File: config.mk
export PLATFORM = sky130hd
export DESIGN_NAME = pwm_pin_channel_allocator_unit
export DESIGN_NICKNAME = d
export VERILOG_FILES = /design/src/pwma_pkg.sv /design/src/pwm_pin_channel_allocator_unit.sv /design/src/pwma_mask_rom.sv
export VERILOG_INCLUDE_DIRS = /design/src /design/src/src
export SDC_FILE = /design/constraint.sdc
export NUM_CORES = 1
export LEC_CHECK = 0
export BUFFER_PORTS_ARGS = -buffer_cell sky130_fd_sc_hd__buf_4
export CELL_PAD_IN_SITES_DETAIL_PLACEMENT = 0
export CELL_PAD_IN_SITES_GLOBAL_PLACEMENT = 1
export CORE_UTILIZATION = 40
export CTS_CLUSTER_SIZE = 40
export DETAILED_ROUTE_END_ITERATION = 16
export PLACE_DENSITY = 0.77
export SETUP_SLACK_MARGIN = 0.3
export SLEW_MARGIN = 10
export SYNTH_ARGS = -nofsm -noshare
export SYNTH_HDL_FRONTEND = slang
export SYNTH_HIERARCHICAL = 1
export SYNTH_SLANG_ARGS = --single-unit
File: constraint.sdc
create_clock -name clk -period 5.1 [get_ports clk]
set_input_delay 0.765 -clock clk [delete_from_list [all_inputs] [get_ports clk]]
set_output_delay 0.765 -clock clk [all_outputs]
set_load 0.02 [all_outputs]
File: src/pwm_pin_channel_allocator_unit_macros.svh
// Assertion macros used by the allocator RTL.
`ifndef PWM_PIN_CHANNEL_ALLOCATOR_UNIT_MACROS_SVH
`define PWM_PIN_CHANNEL_ALLOCATOR_UNIT_MACROS_SVH

// The consequent must hold in the same cycle as the antecedent.
`define PWMA_ASSERT_SAME(lbl, clk, rst_n, ante, cons, msg) \
	lbl: assert property (@(posedge clk) disable iff (!rst_n) (ante) |-> (cons)) \
		else $error(msg);

// The consequent must hold in the cycle after the antecedent.
`define PWMA_ASSERT_NEXT(lbl, clk, rst_n, ante, cons, msg) \
	lbl: assert property (@(posedge clk) disable iff (!rst_n) (ante) |=> (cons)) \
		else $error(msg);

`endif

File: src/pwma_pkg.sv
`timescale 1ns / 1ps
package pwma_pkg;

	localparam int PIN_COUNT     = 54;
	localparam int CHANNEL_COUNT = 11;
	localparam int PIN_W         = 6;
	localparam int MASK_W        = 11;
	localparam int CH_W          = 4;
	localparam int TABLE_DEPTH   = 64;

	// Channels at or above CHANNEL_COUNT are never granted.
	localparam logic [MASK_W-1:0] CHAN_LIMIT = MASK_W'((32'd1 << CHANNEL_COUNT) - 32'd1);

	typedef enum logic [1:0] {
		ST_GRANT   = 2'd0,
		ST_BAD_PIN = 2'd1,
		ST_NO_FREE = 2'd2
	} pwma_status_t;

	typedef enum logic [1:0] {
		S_IDLE,
		S_PICK,
		S_WALK,
		S_DONE
	} pwma_state_t;

	// Usable channel masks, one row per pin. Rows past the last pin are empty.
	localparam logic [MASK_W-1:0] PIN_MASKS [TABLE_DEPTH] = '{
		11'h01F, 11'h01F, 11'h03F, 11'h03F, 11'h07F, 11'h07F, 11'h070, 11'h070,
		11'h070, 11'h070, 11'h070, 11'h070, 11'h070, 11'h070, 11'h070, 11'h07F,
		11'h0FF, 11'h0FF, 11'h1FF, 11'h1FF, 11'h3F0, 11'h3F0, 11'h7F0, 11'h7F0,
		11'h7F0, 11'h7F0, 11'h7FF, 11'h7FF, 11'h7FF, 11'h7FF, 11'h7FF, 11'h7FF,
		11'h7E0, 11'h7EF, 11'h7EF, 11'h7EF, 11'h78F, 11'h78F, 11'h78F, 11'h78F,
		11'h78F, 11'h78F, 11'h78F, 11'h78F, 11'h78F, 11'h78F, 11'h78F, 11'h78F,
		11'h700, 11'h700, 11'h600, 11'h600, 11'h400, 11'h400, 11'h000, 11'h000,
		11'h000, 11'h000, 11'h000, 11'h000, 11'h000, 11'h000, 11'h000, 11'h000
	};

	function automatic logic [4:0] route_base(input logic [CH_W-1:0] ch);
		logic [4:0] base;
		case (ch)
			4'd1:    base = 5'd31;
			4'd2:    base = 5'd30;
			4'd3:    base = 5'd29;
			default: base = 5'd0;
		endcase
		return base;
	endfunction

endpackage

File: src/pwm_pin_channel_allocator_unit.sv
// A request word is accepted in idle; the controller then reads the pin's mask row through the
// registered table port, picks the lowest free channel and, for a grant, walks the mask table
// over the lower pins, one row per cycle, before the result word is registered. An invalid pin
// skips the table; a pin with no free channel, or pin 0, skips the walk. A new request is taken
// only after the last result word is registered, and a stalled result word holds it off until taken.
// Reset clears the busy channel set, returns the controller to idle and empties the output.
`timescale 1ns / 1ps
`include "pwm_pin_channel_allocator_unit_macros.svh"
module pwm_pin_channel_allocator_unit
	import pwma_pkg::*;
(
	input  logic             clk,
	input  logic             arst_n,
	input  logic             in_valid,
	output logic             in_stall,
	input  logic [PIN_W-1:0] pin_index,
	output logic             out_valid,
	input  logic             out_stall,
	output logic [1:0]       status,
	output logic [CH_W-1:0]  global_channel,
	output logic [1:0]       timer_select,
	output logic [1:0]       timer_channel,
	output logic [2:0]       pad_port,
	output logic [3:0]       pad_pin,
	output logic [4:0]       route_location
);

	pwma_state_t       state_q, state_nxt;
	logic [MASK_W-1:0] busy_q;
	logic              out_valid_q;

	logic [PIN_W-1:0]  p_q;
	logic [PIN_W-1:0]  cnt_q;
	logic [CH_W-1:0]   ch_q;
	logic [4:0]        loc_q;
	pwma_status_t      status_q;

	logic [1:0]        out_status_q;
	logic [CH_W-1:0]   out_chan_q;
	logic [1:0]        out_timer_q;
	logic [1:0]        out_tchan_q;
	logic [2:0]        out_port_q;
	logic [3:0]        out_pin_q;
	logic [4:0]        out_loc_q;

	logic [PIN_W-1:0]  rom_addr;
	logic [MASK_W-1:0] rom_data;
	logic [MASK_W-1:0] free;
	logic [CH_W-1:0]   pick;
	logic              bad_pin;
	logic              out_free;
	logic [PIN_W-1:0]  cnt_inc;
	logic              row_hit;

	logic [2:0]        port_c;
	logic [PIN_W-1:0]  pin_c;
	logic [1:0]        timer_c;
	logic [CH_W-1:0]   tchan_c;

	pwma_mask_rom u_rom (
		.clk     (clk),
		.addr    (rom_addr),
		.rd_data (rom_data)
	);

	assign bad_pin  = {1'b0, pin_index} >= (PIN_W + 1)'(PIN_COUNT);
	assign out_free = !out_valid_q || !out_stall;
	assign cnt_inc  = PIN_W'(cnt_q + PIN_W'(1));
	assign free     = rom_data & ~busy_q & CHAN_LIMIT;
	assign row_hit  = |(rom_data & (MASK_W'(1) << ch_q));

	// Lowest free usable channel.
	always_comb begin
		pick = '0;
		for (int i = MASK_W - 1; i >= 0; i--) begin
			if (free[i]) begin
				pick = CH_W'(i);
			end
		end
	end

	always_comb begin
		state_nxt = state_q;
		rom_addr  = '0;
		in_stall  = 1'b1;
		unique case (state_q)
			S_IDLE: begin
				in_stall = 1'b0;
				rom_addr = pin_index;
				if (in_valid) begin
					state_nxt = bad_pin ? S_DONE : S_PICK;
				end
			end
			S_PICK: begin
				if (free == '0 || p_q == '0) begin
					state_nxt = S_DONE;
				end else begin
					state_nxt = S_WALK;
				end
			end
			S_WALK: begin
				rom_addr = cnt_inc;
				if (cnt_inc == p_q) begin
					state_nxt = S_DONE;
				end
			end
			S_DONE: begin
				if (out_free) begin
					state_nxt = S_IDLE;
				end
			end
			default: state_nxt = S_IDLE;
		endcase
	end

	always_ff @(posedge clk or negedge arst_n) begin
		if (!arst_n) begin
			state_q     <= S_IDLE;
			busy_q      <= '0;
			out_valid_q <= 1'b0;
		end else begin
			state_q <= state_nxt;
			if (state_q == S_PICK && free != '0) begin
				busy_q <= busy_q | (MASK_W'(1) << pick);
			end
			if (state_q == S_DONE && out_free) begin
				out_valid_q <= 1'b1;
			end else if (!out_stall) begin
				out_valid_q <= 1'b0;
			end
		end
	end

	// Port and pin of the requested pin; the last row lands on port F, pin 13.
	always_comb begin
		if (p_q < PIN_W'(10)) begin
			port_c = 3'd0;
			pin_c  = p_q;
		end else if (p_q < PIN_W'(20)) begin
			port_c = 3'd1;
			pin_c  = PIN_W'(p_q - PIN_W'(4));
		end else if (p_q < PIN_W'(32)) begin
			port_c = 3'd2;
			pin_c  = PIN_W'(p_q - PIN_W'(20));
		end else if (p_q < PIN_W'(40)) begin
			port_c = 3'd3;
			pin_c  = PIN_W'(p_q - PIN_W'(24));
		end else begin
			port_c = 3'd4;
			pin_c  = PIN_W'(p_q - PIN_W'(40));
		end
	end

	always_comb begin
		if (ch_q < CH_W'(4)) begin
			timer_c = 2'd0;
			tchan_c = ch_q;
		end else if (ch_q < CH_W'(7)) begin
			timer_c = 2'd1;
			tchan_c = CH_W'(ch_q - CH_W'(4));
		end else begin
			timer_c = 2'd2;
			tchan_c = CH_W'(ch_q - CH_W'(7));
		end
	end

	always_ff @(posedge clk) begin
		unique case (state_q)
			S_IDLE: begin
				p_q      <= pin_index;
				status_q <= ST_BAD_PIN;
			end
			S_PICK: begin
				status_q <= (free == '0) ? ST_NO_FREE : ST_GRANT;
				ch_q     <= pick;
				loc_q    <= route_base(pick);
				cnt_q    <= '0;
			end
			S_WALK: begin
				// The route location wraps at 32 by plain overflow.
				if (row_hit) begin
					loc_q <= 5'(loc_q + 5'd1);
				end
				cnt_q <= cnt_inc;
			end
			S_DONE: begin
				if (out_free) begin
					out_status_q <= status_q;
					if (status_q == ST_GRANT) begin
						out_chan_q  <= ch_q;
						out_timer_q <= timer_c;
						out_tchan_q <= tchan_c[1:0];
						out_port_q  <= port_c;
						out_pin_q   <= pin_c[3:0];
						out_loc_q   <= loc_q;
					end else begin
						out_chan_q  <= '0;
						out_timer_q <= '0;
						out_tchan_q <= '0;
						out_port_q  <= '0;
						out_pin_q   <= '0;
						out_loc_q   <= '0;
					end
				end
			end
			default: ;
		endcase
	end

	assign out_valid      = out_valid_q;
	assign status         = out_status_q;
	assign global_channel = out_chan_q;
	assign timer_select   = out_timer_q;
	assign timer_channel  = out_tchan_q;
	assign pad_port       = out_port_q;
	assign pad_pin        = out_pin_q;
	assign route_location = out_loc_q;

	`PWMA_ASSERT_NEXT(a_busy_hold, clk, arst_n, state_q != S_PICK, busy_q == $past(busy_q), "busy set changed outside the pick step")
	`PWMA_ASSERT_NEXT(a_one_grant, clk, arst_n, state_q == S_PICK && free != '0, $countones(busy_q) == $countones($past(busy_q)) + 1, "grant did not mark exactly one channel")
	`PWMA_ASSERT_SAME(a_grant_busy, clk, arst_n, out_valid && status == ST_GRANT, ((busy_q >> global_channel) & MASK_W'(1)) != '0, "granted channel is not marked busy")
	`PWMA_ASSERT_SAME(a_walk_range, clk, arst_n, state_q == S_WALK, cnt_q < p_q, "table walk ran past the requested pin")

endmodule

File: src/pwma_mask_rom.sv
`timescale 1ns / 1ps
module pwma_mask_rom
	import pwma_pkg::*;
(
	input  logic              clk,
	input  logic [PIN_W-1:0]  addr,
	output logic [MASK_W-1:0] rd_data
);

	logic [MASK_W-1:0] rd_data_q;

	always_ff @(posedge clk) begin
		rd_data_q <= PIN_MASKS[addr];
	end

	assign rd_data = rd_data_q;

endmodule

* Yosys cells after proc, flatten, opt, wreduce, memory -nomap -nowiden *
Memory sizes are Yosys's and may differ from the RTL's. A register that Yosys moved wholly into a read port is not among the register bits.
Index checks and enable logic that the tools add are counted.

cells by class
  shift operators = 2
  magnitude comparators = 7
  multiplexer cells = 37
  add/subtract/negate cells = 8
  equality and inequality tests = 12
  reduce and logical (&&, ||, !) cells = 21
  bitwise logic cells = 6

operators with widths
  kind                                                                           number
  4-bit 2-to-1 mux                                                               15
  6-bit case mux with 2 select lines                                             2
  11-bit AND                                                                     2
  1-bit by 4-bit left shift with 11-bit output (first input constant)            2
  2-bit 2-to-1 mux                                                               9
  5-bit case mux with 3 select lines                                             1
  6-bit less-than comparator (second input constant)                             2
  11-bit logical NOT                                                             1
  11-bit NOT                                                                     1
  11-bit OR                                                                      1
  11-bit nonzero test                                                            1
  11-bit OR reduction                                                            1
  5-bit case mux with 2 select lines                                             1
  4-bit by 2-bit == test with 1-bit output (second input constant)               2
  4-bit by 3-bit less-than comparator with 1-bit output (second input constant)  2
  2-bit != test (second input constant)                                          4
  2-bit case mux with 4 select lines                                             1
  4-bit by 3-bit subtractor with 4-bit output (second input constant)            2
  4-bit subtractor (second input constant)                                       2
  6-bit NOT with 7-bit output                                                    1
  6-bit by 1-bit adder with 6-bit output (second input constant)                 1
  6-bit == test                                                                  1
  6-bit >= comparator (second input constant)                                    1
  6-bit logical NOT                                                              1
  other kinds (24)                                                               36

word-level totals
  output and inout bits = 24
  memory bits (read-only) = 704
  memories = 1
  input bits = 10
  register bits = 59

memory list
  memory            words  width  read ports  clocked after Yosys merged registers in  write ports  RTL line             text
  (name not given)  64     11     1           1                                        0            pwma_mask_rom.sv:13  rd_data_q <= PIN_MASKS[addr];

* Longest topological paths before layout *
Gate-level depths: netlist (run 1).

  word-level depth = 16
  mapped depth = 9
  depth with buffers taken out = 8

* Hierarchy *
Netlist (run 1), hierarchy kept.

by module, submodules not included
  module                          cells each  sequential area each (um2)  times used  area each (um2)
  pwm_pin_channel_allocator_unit  247         1701.6                      1           2961.6
  pwma_mask_rom                   36          160.2                       1           349.1

* Worst setup path before layout (run 1) *
No wires, ideal clock.

  path kind = in2reg
  start = input out_stall
  end = register out_chan_q[0] (netlist: global_channel[0]) (enable)
  required time = 4.665 ns
  data arrival time = 2.426 ns
  cell stages on the path = 1
  path slack = 2.240 ns
  path through = a21boi_0

between the ends
  cells in the longest elaborated chain, start to end = 3

RTL lines
  what                                  RTL line                               text
  start: declaration                    pwm_pin_channel_allocator_unit.sv:18   input logic out_stall,
  1-bit logical NOT                     --
  1-bit logical OR                      pwm_pin_channel_allocator_unit.sv:67   assign out_free = !out_valid_q || !out_stall;
  2-bit AND reduction (no source line)  --
  end signal: assignment                pwm_pin_channel_allocator_unit.sv:190  out_chan_q <= ch_q;
  end: declaration                      pwm_pin_channel_allocator_unit.sv:39   logic [CH_W-1:0] out_chan_q;

No other way between the ends.
A chain may end at the register's enable or synchronous reset.

* Worst setup path after layout (run 1) *
  start = register state_q[0]
  end = output in_stall

between the ends
  cells in the longest elaborated chain, start to end = 2

RTL lines
  what                      RTL line                               text
  start: declaration        pwm_pin_channel_allocator_unit.sv:28   pwma_state_t state_q, state_nxt;
  start signal: assignment  pwm_pin_channel_allocator_unit.sv:122  state_q <= state_nxt;
  2-bit logical NOT         pwm_pin_channel_allocator_unit.sv:86   unique case (state_q)
  1-bit 2-to-1 mux          pwm_pin_channel_allocator_unit.sv:86
  end: declaration          pwm_pin_channel_allocator_unit.sv:15   output logic in_stall,

No other way between the ends.

==> results of run 1 <==
==> power breakdown <==
| part | internal [mW] | switching [mW] | total (mW) |
|---|---|---|---|
| combinational | 0.536 | 0.779 | 1.32 |
| sequential | 0.919 | 0.166 | 1.09 |
| clock | 0.215 | 0.183 | 0.398 |
==> area by class of cell <==
class,count,area (um^2)
clock buffer,14,172.7
clock inverter,2,10.01
timing repair buffer,34,251.5
inverter,15,56.30
tap,102,127.6
fill,731,4025
sequential,67,1862
multi-input combinational,192,1343
==> placed cells by master, fill, tap and decap left out, drive strengths merged, types with 2 or more instances in the layout <==
| master | synthesis | routed |
|---|---|---|
| or3 | 2 | 2 |
| a22o | 2 | 2 |
| inv | 14 | 14 |
| or2 | 3 | 3 |
| dfrtp | 14 | 14 |
| a21o | 10 | 10 |
| a31oi | 2 | 2 |
| edfxtp | 45 | 45 |
| nand2b | 11 | 11 |
| xnor2 | 12 | 12 |
| nor3 | 10 | 10 |
| clkbuf | 3 | 15 |
| mux2i | 3 | 3 |
| ha | 14 | 14 |
| o31ai | 5 | 5 |
| nor3b | 4 | 4 |
| buf | 6 | 33 |
| a31o | 6 | 6 |
| clkinv | 1 | 3 |
| a41o | 2 | 2 |
| a21oi | 10 | 10 |
| a22oi | 2 | 2 |
| o21ai | 3 | 3 |
| nand4 | 3 | 3 |
| nor4 | 2 | 2 |
| dfxtp | 8 | 8 |
| a311oi | 2 | 2 |
| nor2 | 20 | 20 |
| o22ai | 4 | 4 |
| and3 | 2 | 2 |
| nand2 | 6 | 6 |
| nor2b | 7 | 7 |
| xor2 | 9 | 9 |
| and2 | 14 | 14 |
| o311ai | 3 | 3 |
| nand3 | 9 | 9 |
==> sequential cells by signal (all words and copies together) (netlist names) <==
register,count
p_q,6
state_q,2
pad_port,3
busy_q,11
status_q,2
out_valid,1
u_rom/rd_data,8
cnt_q,6
route_location,5
timer_select,2
pad_pin,4
ch_q,4
loc_q,5
global_channel,4
timer_channel,2
status,2
==> logic make-up (layout without fill, tap and decap cells) <==
kind of cell    after synthesis  after routing  synth area share [%]
simple gates                 96             96                 15.80
flops                        67             67                 56.24
xor+xnor                     21             21                 5.556
mux                           3              3                0.9071
fa+ha+maj                    14             14                 5.291
compound gates               58             58                 12.85
buf+inv                      24             65                 3.363
==> worst register-to-register path: stages, from the launching register on <==
cell and delay, ns:
dfrtp_1 0.41, inv_1 0.10, ha_1 0.42, or2b_1 0.26, nand4_1 0.08, or3_1 0.34
o31ai_1 0.38, mux2i_1 0.22
==> through the flow <==
stage | worst slack [ns] | hold slack [ns] | area (um^2) | total power, mW | instances
after floorplan | 2.240 | 0.4193 | 3311 | 2.070 | 283
after global placement | 2.843 | 0.4324 | 3635 | 2.403 | 409
after detailed placement | 2.753 | 0.4446 | 3635 | 2.404 | 409
after CTS | 2.452 | 0.2574 | 3817 | 2.811 | 425
after global routing | 2.305 | 0.2576 | 3822 | 3.019 | 426
final | 2.488 | 0.2676 | 3822 | 2.799 | 426
==> final timing paths <==
path                               to  slack, ns  cells after the start
max reg2reg                state_q[1]       2.82                      7
max                          in_stall       2.49                      4
min in group clk           busy_q[10]       0.46                      1
min reg2reg                busy_q[10]       0.46                      1
max in group asynchronous  busy_q[10]       4.65                      1
min                         busy_q[0]       0.27                      1
==> layer usage <==
metal,up-vias,wire length (um)
li1,1108,-
met1,1033,2932
met2,58,2734
met3,13,257
met4,0,148
met5,-,0
==> impl_metrics.toml, run 1 <==
[yosys]
synth_cells = 283
synth_top_area_share_pct = 40.82
yosysUniqueCellTypes = 50
synth_area_per_cell_um2 = 11.70
yosysWarnings = 6
ys_top_cells_by_area = "edfxtp_1 (41%), dfrtp_1 (11%), ha_1 (5.3%)"
ys.flop_type = "edfxtp_1"
ys_async_sr_fraction_pct = 20.90
synth_area_leader_cell = "edfxtp_1"
synth_common_cells = "edfxtp_1 (45), nor2_1 (20)"
synth_nets = 307
synth_edf_count = 45
synth_seq_area_share_pct = 56.24
syn_area_mm2 = 0.003311
synthMostInstantiatedCell = "edfxtp_1"
ys_ff_latch = 67

[setup_path]
critPathMostFrequentCell = "inv_1"
crit_family = "adder cells"
crit_path_start = "state_q[0]"
cp-end-kind = "primary output"
path_class = "flip-flop to primary output"
slowest_stage = "ha_1"
arrival_ns = 1.85
crit_fanout = 16
cp.required_ns = 4.34
start_kind = "flip-flop"
regToRegStartpoint = "state_q[0]"
crit_chain = "inv_1, ha_1, inv_1, buf_4"
path_buf_inv = 3
worst_path_largest_cell_delay_ns = 0.55

[timing]
fin_skew_ns = 0.008836
maxSlewViolCount = 0
layout_worst_path_cycle_share_pct = 51.22
timing.slew.headroom_pct = 26.59
worst_slew_pin_slew_ns = 1.095
fmaxAchievable_mhz = 382.8
grt_setup_unrepaired = "no"
tns_ns = 0
finalSetupViolations = 0
post-route-min-period_ns = 2.612
hold_violations = 0

[routing]
vias = 2212
routedWlPerCell_um = 14.25
vias_per_cell = 5.192
drtPass1Iterations = 4
dr.first_iter.drc_count = 120
drc = 0
postRouteWirelength_um = 6072
ant_nets = 0

[job]
max_cap_violations = 0

[placed_design]
routabilityCongestion = 0.9391
portBuffers = 33
dpl.hpwl_um = 4636

[clock_network]
ctsHoldBuffers = 0
postCtsSetupBuffers = 0
clockRootBuffer = "clkbuf_8"
h-tree-depth = 3
cts_tree = "built"
numCtsBuffers = 9
post_cts_resized = 0
worst_skew_pair.late_latency_ns = 0.34
cts_sinks = 67
cts.path.max_buffers = 2
clk_pin_slew_ns = 0.07

[pwr]
leakage_nw = 1.557
power_density_mw_per_mm2 = 732.2
irDropWorstVdd_mv = 0.2468

[grt]
antenna_found_initial = 0
grt_max_degree = 23
use_met2_pct = 22.92
grt_overflow_total = 0
grt_pass1_wl_um = 10190
grt_pass1_vias = 2079
grtUsageMet3_pct = 4.228
grt-busiest-layer = "met2"
grtUsageTotal_pct = 15.56
gr-usage-met1_pct = 20.80

[floorplan]
io_pins = 34
num_rows = 32
initial_core_util_pct = 42.19
die_area_mm2 = 0.008644
die_w_um = 92.98
core_area_mm2 = 0.007848
die-height_um = 92.98

[finish]
drive_above_1_share_pct = 17.90
diodes = 0
layout.nets = 343
area_delta_synth_final_pct = 15.46
post-route-util_pct = 48.71

[run_status]
status = "finished clean"

[worst_hold_path]
hold_path_class = "input port to async pin"
Note: power is estimated with default switching activity, not from simulation.
==> run 2, diff against run 1 <==
- clock period: 5.1 -> 2.45 ns (I/O delays scaled with it)
==> run 2 against run 1 <==
  * First-iteration DRC count is 0.83% lower
  * Hold slack worse by 0.043 ns
  * Clock power grew 110%
  * Clock-buffer cell count stayed put
  * Critical endpoint is now state_q[0]
==> impl_metrics.toml, run 2 (synthesized netlist as in run 1, its figures left out) <==
[floorplan]
io_pins = 34
die_w_um = 92.98
die_area_mm2 = 0.008644
die-height_um = 92.98
core_area_mm2 = 0.007848
num_rows = 32
initial_core_util_pct = 42.19

[run_status]
status = "finished clean"

[finish]
diodes = 0
final_cell_mix = "edfxtp_1 (45), buf_4 (42), nor2_1 (20)"
stdcell_area_mm2 = 0.003931
layout_commonest_cell = "edfxtp_1"
top_register = "busy_q"
fillers = 741
area_delta_synth_final_pct = 18.75
seqCellArea_mm2 = 0.001862
largest_reg_flops = 11
multi_input_area_mm2 = 0.001373
drive_above_1_share_pct = 21.62
layout.nets = 352

[grt]
grtUsageTotal_pct = 15.46
grt_pass1_wl_um = 9991
grt_max_degree = 23
gr-usage-met1_pct = 19.49
use_met2_pct = 24.33
grt-busiest-layer = "met2"
grtUsageMet3_pct = 3.821
grt_pass1_vias = 2074
antenna_found_initial = 0
grt_overflow_total = 0

[timing]
fmaxAchievable_mhz = 491.8
tns_ns = 0
worst_slew_pin_slew_ns = 0.5745
finalSetupViolations = 0
grt_setup_unrepaired = "no"
maxSlewViolCount = 0
setup_ws_ns = 0.4167
hold_violations = 0
fin_skew_ns = 0.01104
timing.slew.headroom_pct = 61.35
post-route-min-period_ns = 2.033
layout_worst_path_cycle_share_pct = 82.99

[worst_hold_path]
hold_path_class = "input port to flip-flop"

[placed_design]
dp_slack_ns = 0.3418
portBuffers = 33
routabilityCongestion = 0.8908
dpl.hpwl_um = 4731
dpl_cell_area_mm2 = 0.003687

[clock_network]
numCtsBuffers = 9
worst_skew_pair.late_latency_ns = 0.34
h-tree-depth = 3
cts.path.max_buffers = 2
clk_pin_slew_ns = 0.07
cts_sinks = 67
cts_tree = "built"
clockRootBuffer = "clkbuf_8"

[routing]
postRouteWirelength_um = 6156
vias = 2230
ant_nets = 0
drtPass1Iterations = 4
vias_per_cell = 5.126
routedWlPerCell_um = 14.15
drc = 0
dr.first_iter.drc_count = 119

[job]
max_cap_violations = 0

[pwr]
irDropWorstVdd_mv = 0.4700
total_power_mw = 6.006
leakage_nw = 1.602
power_density_mw_per_mm2 = 1528

[setup_path]
start_kind = "flip-flop"
arrival_ns = 2.28
path_class = "flip-flop to flip-flop"
crit_fanout = 5
cp.required_ns = 2.69
cp-end-kind = "flip-flop"
## run 2: report_power, final
group,internal (mW),switching (mW)
Sequential,1.91,0.357
Combinational,1.24,1.66
Clock,0.454,0.382
Total,3.61,2.40
## run 2: repair_timing
| action | 4_1_cts | 5_1_grt |
|---|---|---|
| hold buffers | 1 | 0 |
| endpoints found under the hold margin | 14 | 0 |
| gates resized for setup | 0 | 6 |
| buffers inserted | 0 | 2 |
| setup endpoints to repair | 0 | 11 |
## run 2: critical path: stages, from the launching register on
cell	delay, ns
dfrtp_1	0.41
inv_1	0.10
ha_1	0.24
or2b_1	0.20
nand4_1	0.08
or3_1	0.36
o311a_1	0.37
a211oi_1	0.18
## run 2: routing by layer
layer | up-vias | wire length [um]
li1 | 1122 | -
met1 | 1047 | 2926
met2 | 49 | 2819
met3 | 12 | 269
met4 | 0 | 141
met5 | - | 0
## run 2: final cells by class
| cell class | instances | share of cell area (%) |
|---|---|---|
| Timing Repair Buffer | 43 | 8.275 |
| Tap cell | 102 | 3.246 |
| Sequential cell | 67 | 47.36 |
| Clock inverter | 2 | 0.2546 |
| Inverter | 15 | 1.528 |
| Multi-Input combinational cell | 192 | 34.91 |
| Clock buffer | 14 | 4.424 |
## run 2: worst paths after layout
check                             startpoint         end  slack, ns  cells past startpoint
worst max-delay path              state_q[0]  state_q[0]       0.42                      7
worst max register to register    state_q[0]  state_q[0]       0.42                      7
min in group asynchronous             arst_n   busy_q[0]       0.41                      2
worst min register to register     busy_q[4]   busy_q[4]       0.45                      1
max in group asynchronous             arst_n   busy_q[6]       1.85                      2
worst min-delay path            pin_index[0]      p_q[0]       0.22                      1
## run 2: through the flow
stage,utilization (%),hold slack (ns),cells
2_1_floorplan,-,0.07191,283
3_3_place_gp,46.99,0.2296,416
3_5_place_dp,46.99,0.2324,416
4_1_cts,49.46,0.2101,433
5_1_grt,50.10,0.2105,435
6_report,50.10,0.2241,435
==> run 3, diff against run 2 <==
- clock period: 2.45 -> 1.95 ns (I/O delays scaled with it)
==> run 3 against run 2 <==
  * The run now ends with setup timing left
  * Wire length up 20%
  * Utilization up 9.1 points
  * Via count up 9.7%
  * First-iteration DRC count up 20%
  * Power up 60%
  * Clock power up 33%
  * Non-clock buffer count up 38
  * Clock-buffer cell count unchanged
  * Final area up 18%
  * Worst setup slack worse by 0.42 ns
  * Critical endpoint unchanged
  * Largest power group unchanged
  * Highest routed layer unchanged
==> impl_metrics.toml, run 3 (synthesized netlist as in run 1, its figures left out) <==
[finish]
largest_reg_flops = 11
post-route-util_pct = 59.23
top_register = "busy_q"
fillers = 637
final_cell_mix = "buf_4 (74), edfxtp_1 (45), nor2_1 (20)"
diodes = 0
layout_commonest_cell = "buf_4"
drive_above_1_share_pct = 44.47
layout.nets = 390
stdcell_area_mm2 = 0.004648
fin_cells = 473
area_delta_synth_final_pct = 40.40

[grt]
grt_pass1_wl_um = 11220
gr-usage-met1_pct = 20.37
antenna_found_initial = 0
grtUsageMet3_pct = 3.415
grt_pass1_vias = 2316
grt-busiest-layer = "met2"
grtUsageTotal_pct = 17.08
grt_overflow_total = 0
grt_max_degree = 23
use_met2_pct = 29.17

[floorplan]
io_pins = 34
die_w_um = 92.98
die_area_mm2 = 0.008644
die-height_um = 92.98
num_rows = 32
initial_core_util_pct = 42.19
core_area_mm2 = 0.007848

[pwr]
irDropWorstVdd_mv = 0.6380
leakage_nw = 1.860
total_power_mw = 9.584
power_density_mw_per_mm2 = 2062

[worst_hold_path]
hold_path_class = "input port to flip-flop"

[routing]
dr.first_iter.drc_count = 143
drc = 0
vias = 2446
routedWlPerCell_um = 15.67
postRouteWirelength_um = 7411
ant_nets = 0
vias_per_cell = 5.171
drtPass1Iterations = 4

[clock_network]
clk_pin_slew_ns = 0.07
numCtsBuffers = 9
clockRootBuffer = "clkbuf_8"
worst_skew_pair.late_latency_ns = 0.34
cts_sinks = 67
cts_tree = "built"
cts.path.max_buffers = 2
h-tree-depth = 3

[run_status]
status = "finished with violations"
violations = "setup timing"

[timing]
worst_slew_pin_slew_ns = 0.4480
hold_violations = 0
layout_worst_path_cycle_share_pct = 100.0
maxSlewViolCount = 0
post-route-min-period_ns = 1.951
grt_setup_unrepaired = "yes"
finalSetupViolations = 1
fin_skew_ns = 0.01316
fmaxAchievable_mhz = 512.7
timing.slew.headroom_pct = 70.13
setup_ws_ns = -0.0005596

[setup_path]
cp.required_ns = 2.19
start_kind = "flip-flop"
crit_fanout = 2
path_class = "flip-flop to flip-flop"
cp-end-kind = "flip-flop"
arrival_ns = 2.19

[placed_design]
dpl.hpwl_um = 4796
portBuffers = 33
dpl_cell_area_mm2 = 0.003822
place_inst = 427
routabilityCongestion = 0.8269

[job]
max_cap_violations = 0
## run 3: critical path, cell delays in order (launching register included)
cell and delay (ns):
edfxtp_1 0.42, ha_2 0.36, xnor2_1 0.11, nand4_1 0.11
or3_4 0.36, o311a_1 0.30, a211oi_1 0.19
## run 3: cell type report
class	count	area (um^2)	area share, %
inverters	15	65.06	1.400
clock inverters	2	35.03	0.7537
clock buffers	14	152.6	3.284
flip-flops and latches	67	1864	40.11
well taps	102	127.6	2.746
multi-input cells	192	1770	38.09
repair buffers	81	633.1	13.62
## run 3: per-layer routing
layer | share of wire (%) | vias to the layer above
met2 | 50 | 50
li1 | - | 1201
met1 | 44 | 1182
met3 | 3.6 | 13
met5 | 0 | -
met4 | 2.1 | 0
## run 3: worst paths after layout
path | from | depth (start not counted) | to | slack [ns]
worst max-delay path | cnt_q[0] | 6 | state_q[0] | -0.0006
min in group asynchronous | arst_n | 2 | out_valid | 0.35
worst min register to register | busy_q[7] | 1 | busy_q[7] | 0.45
max in group asynchronous | arst_n | 2 | busy_q[9] | 1.41
worst min-delay path | pin_index[0] | 1 | p_q[0] | 0.14
worst max register to register | cnt_q[0] | 6 | state_q[0] | -0.0006
## run 3: what timing repair did
| action | 4_1_cts | 5_1_grt |
|---|---|---|
| endpoints found under the setup margin | 34 | 38 |
| gates resized for setup | 36 | 49 |
| buffers inserted | 14 | 15 |
| hold buffers | 1 | 0 |
| hold endpoints to repair | 14 | 0 |
| pin swaps | 16 | 28 |
## run 3: through the flow
step	hold WS [ns]	TNS (ns)	setup WS, ns
final	0.1408	-0.0005596	-0.0005596
after global routing	0.1265	-0.02996	-0.02081
after global placement	0.1545	0	0.03412
after floorplan	-0.003091	0	0.06946
after CTS	0.1286	0	0.05860
after detailed placement	0.1593	-0.005825	-0.005825
## run 3: power by group
| part | leakage (nW) | total (mW) | internal, mW | switching (mW) |
|---|---|---|---|---|
| Clock | 0.0947 | 1.11 | 0.626 | 0.486 |
| Sequential | 0.655 | 2.91 | 2.40 | 0.502 |
| Combinational | 1.11 | 5.57 | 2.72 | 2.85 |
| Total | 1.86 | 9.58 | 5.75 | 3.84 |
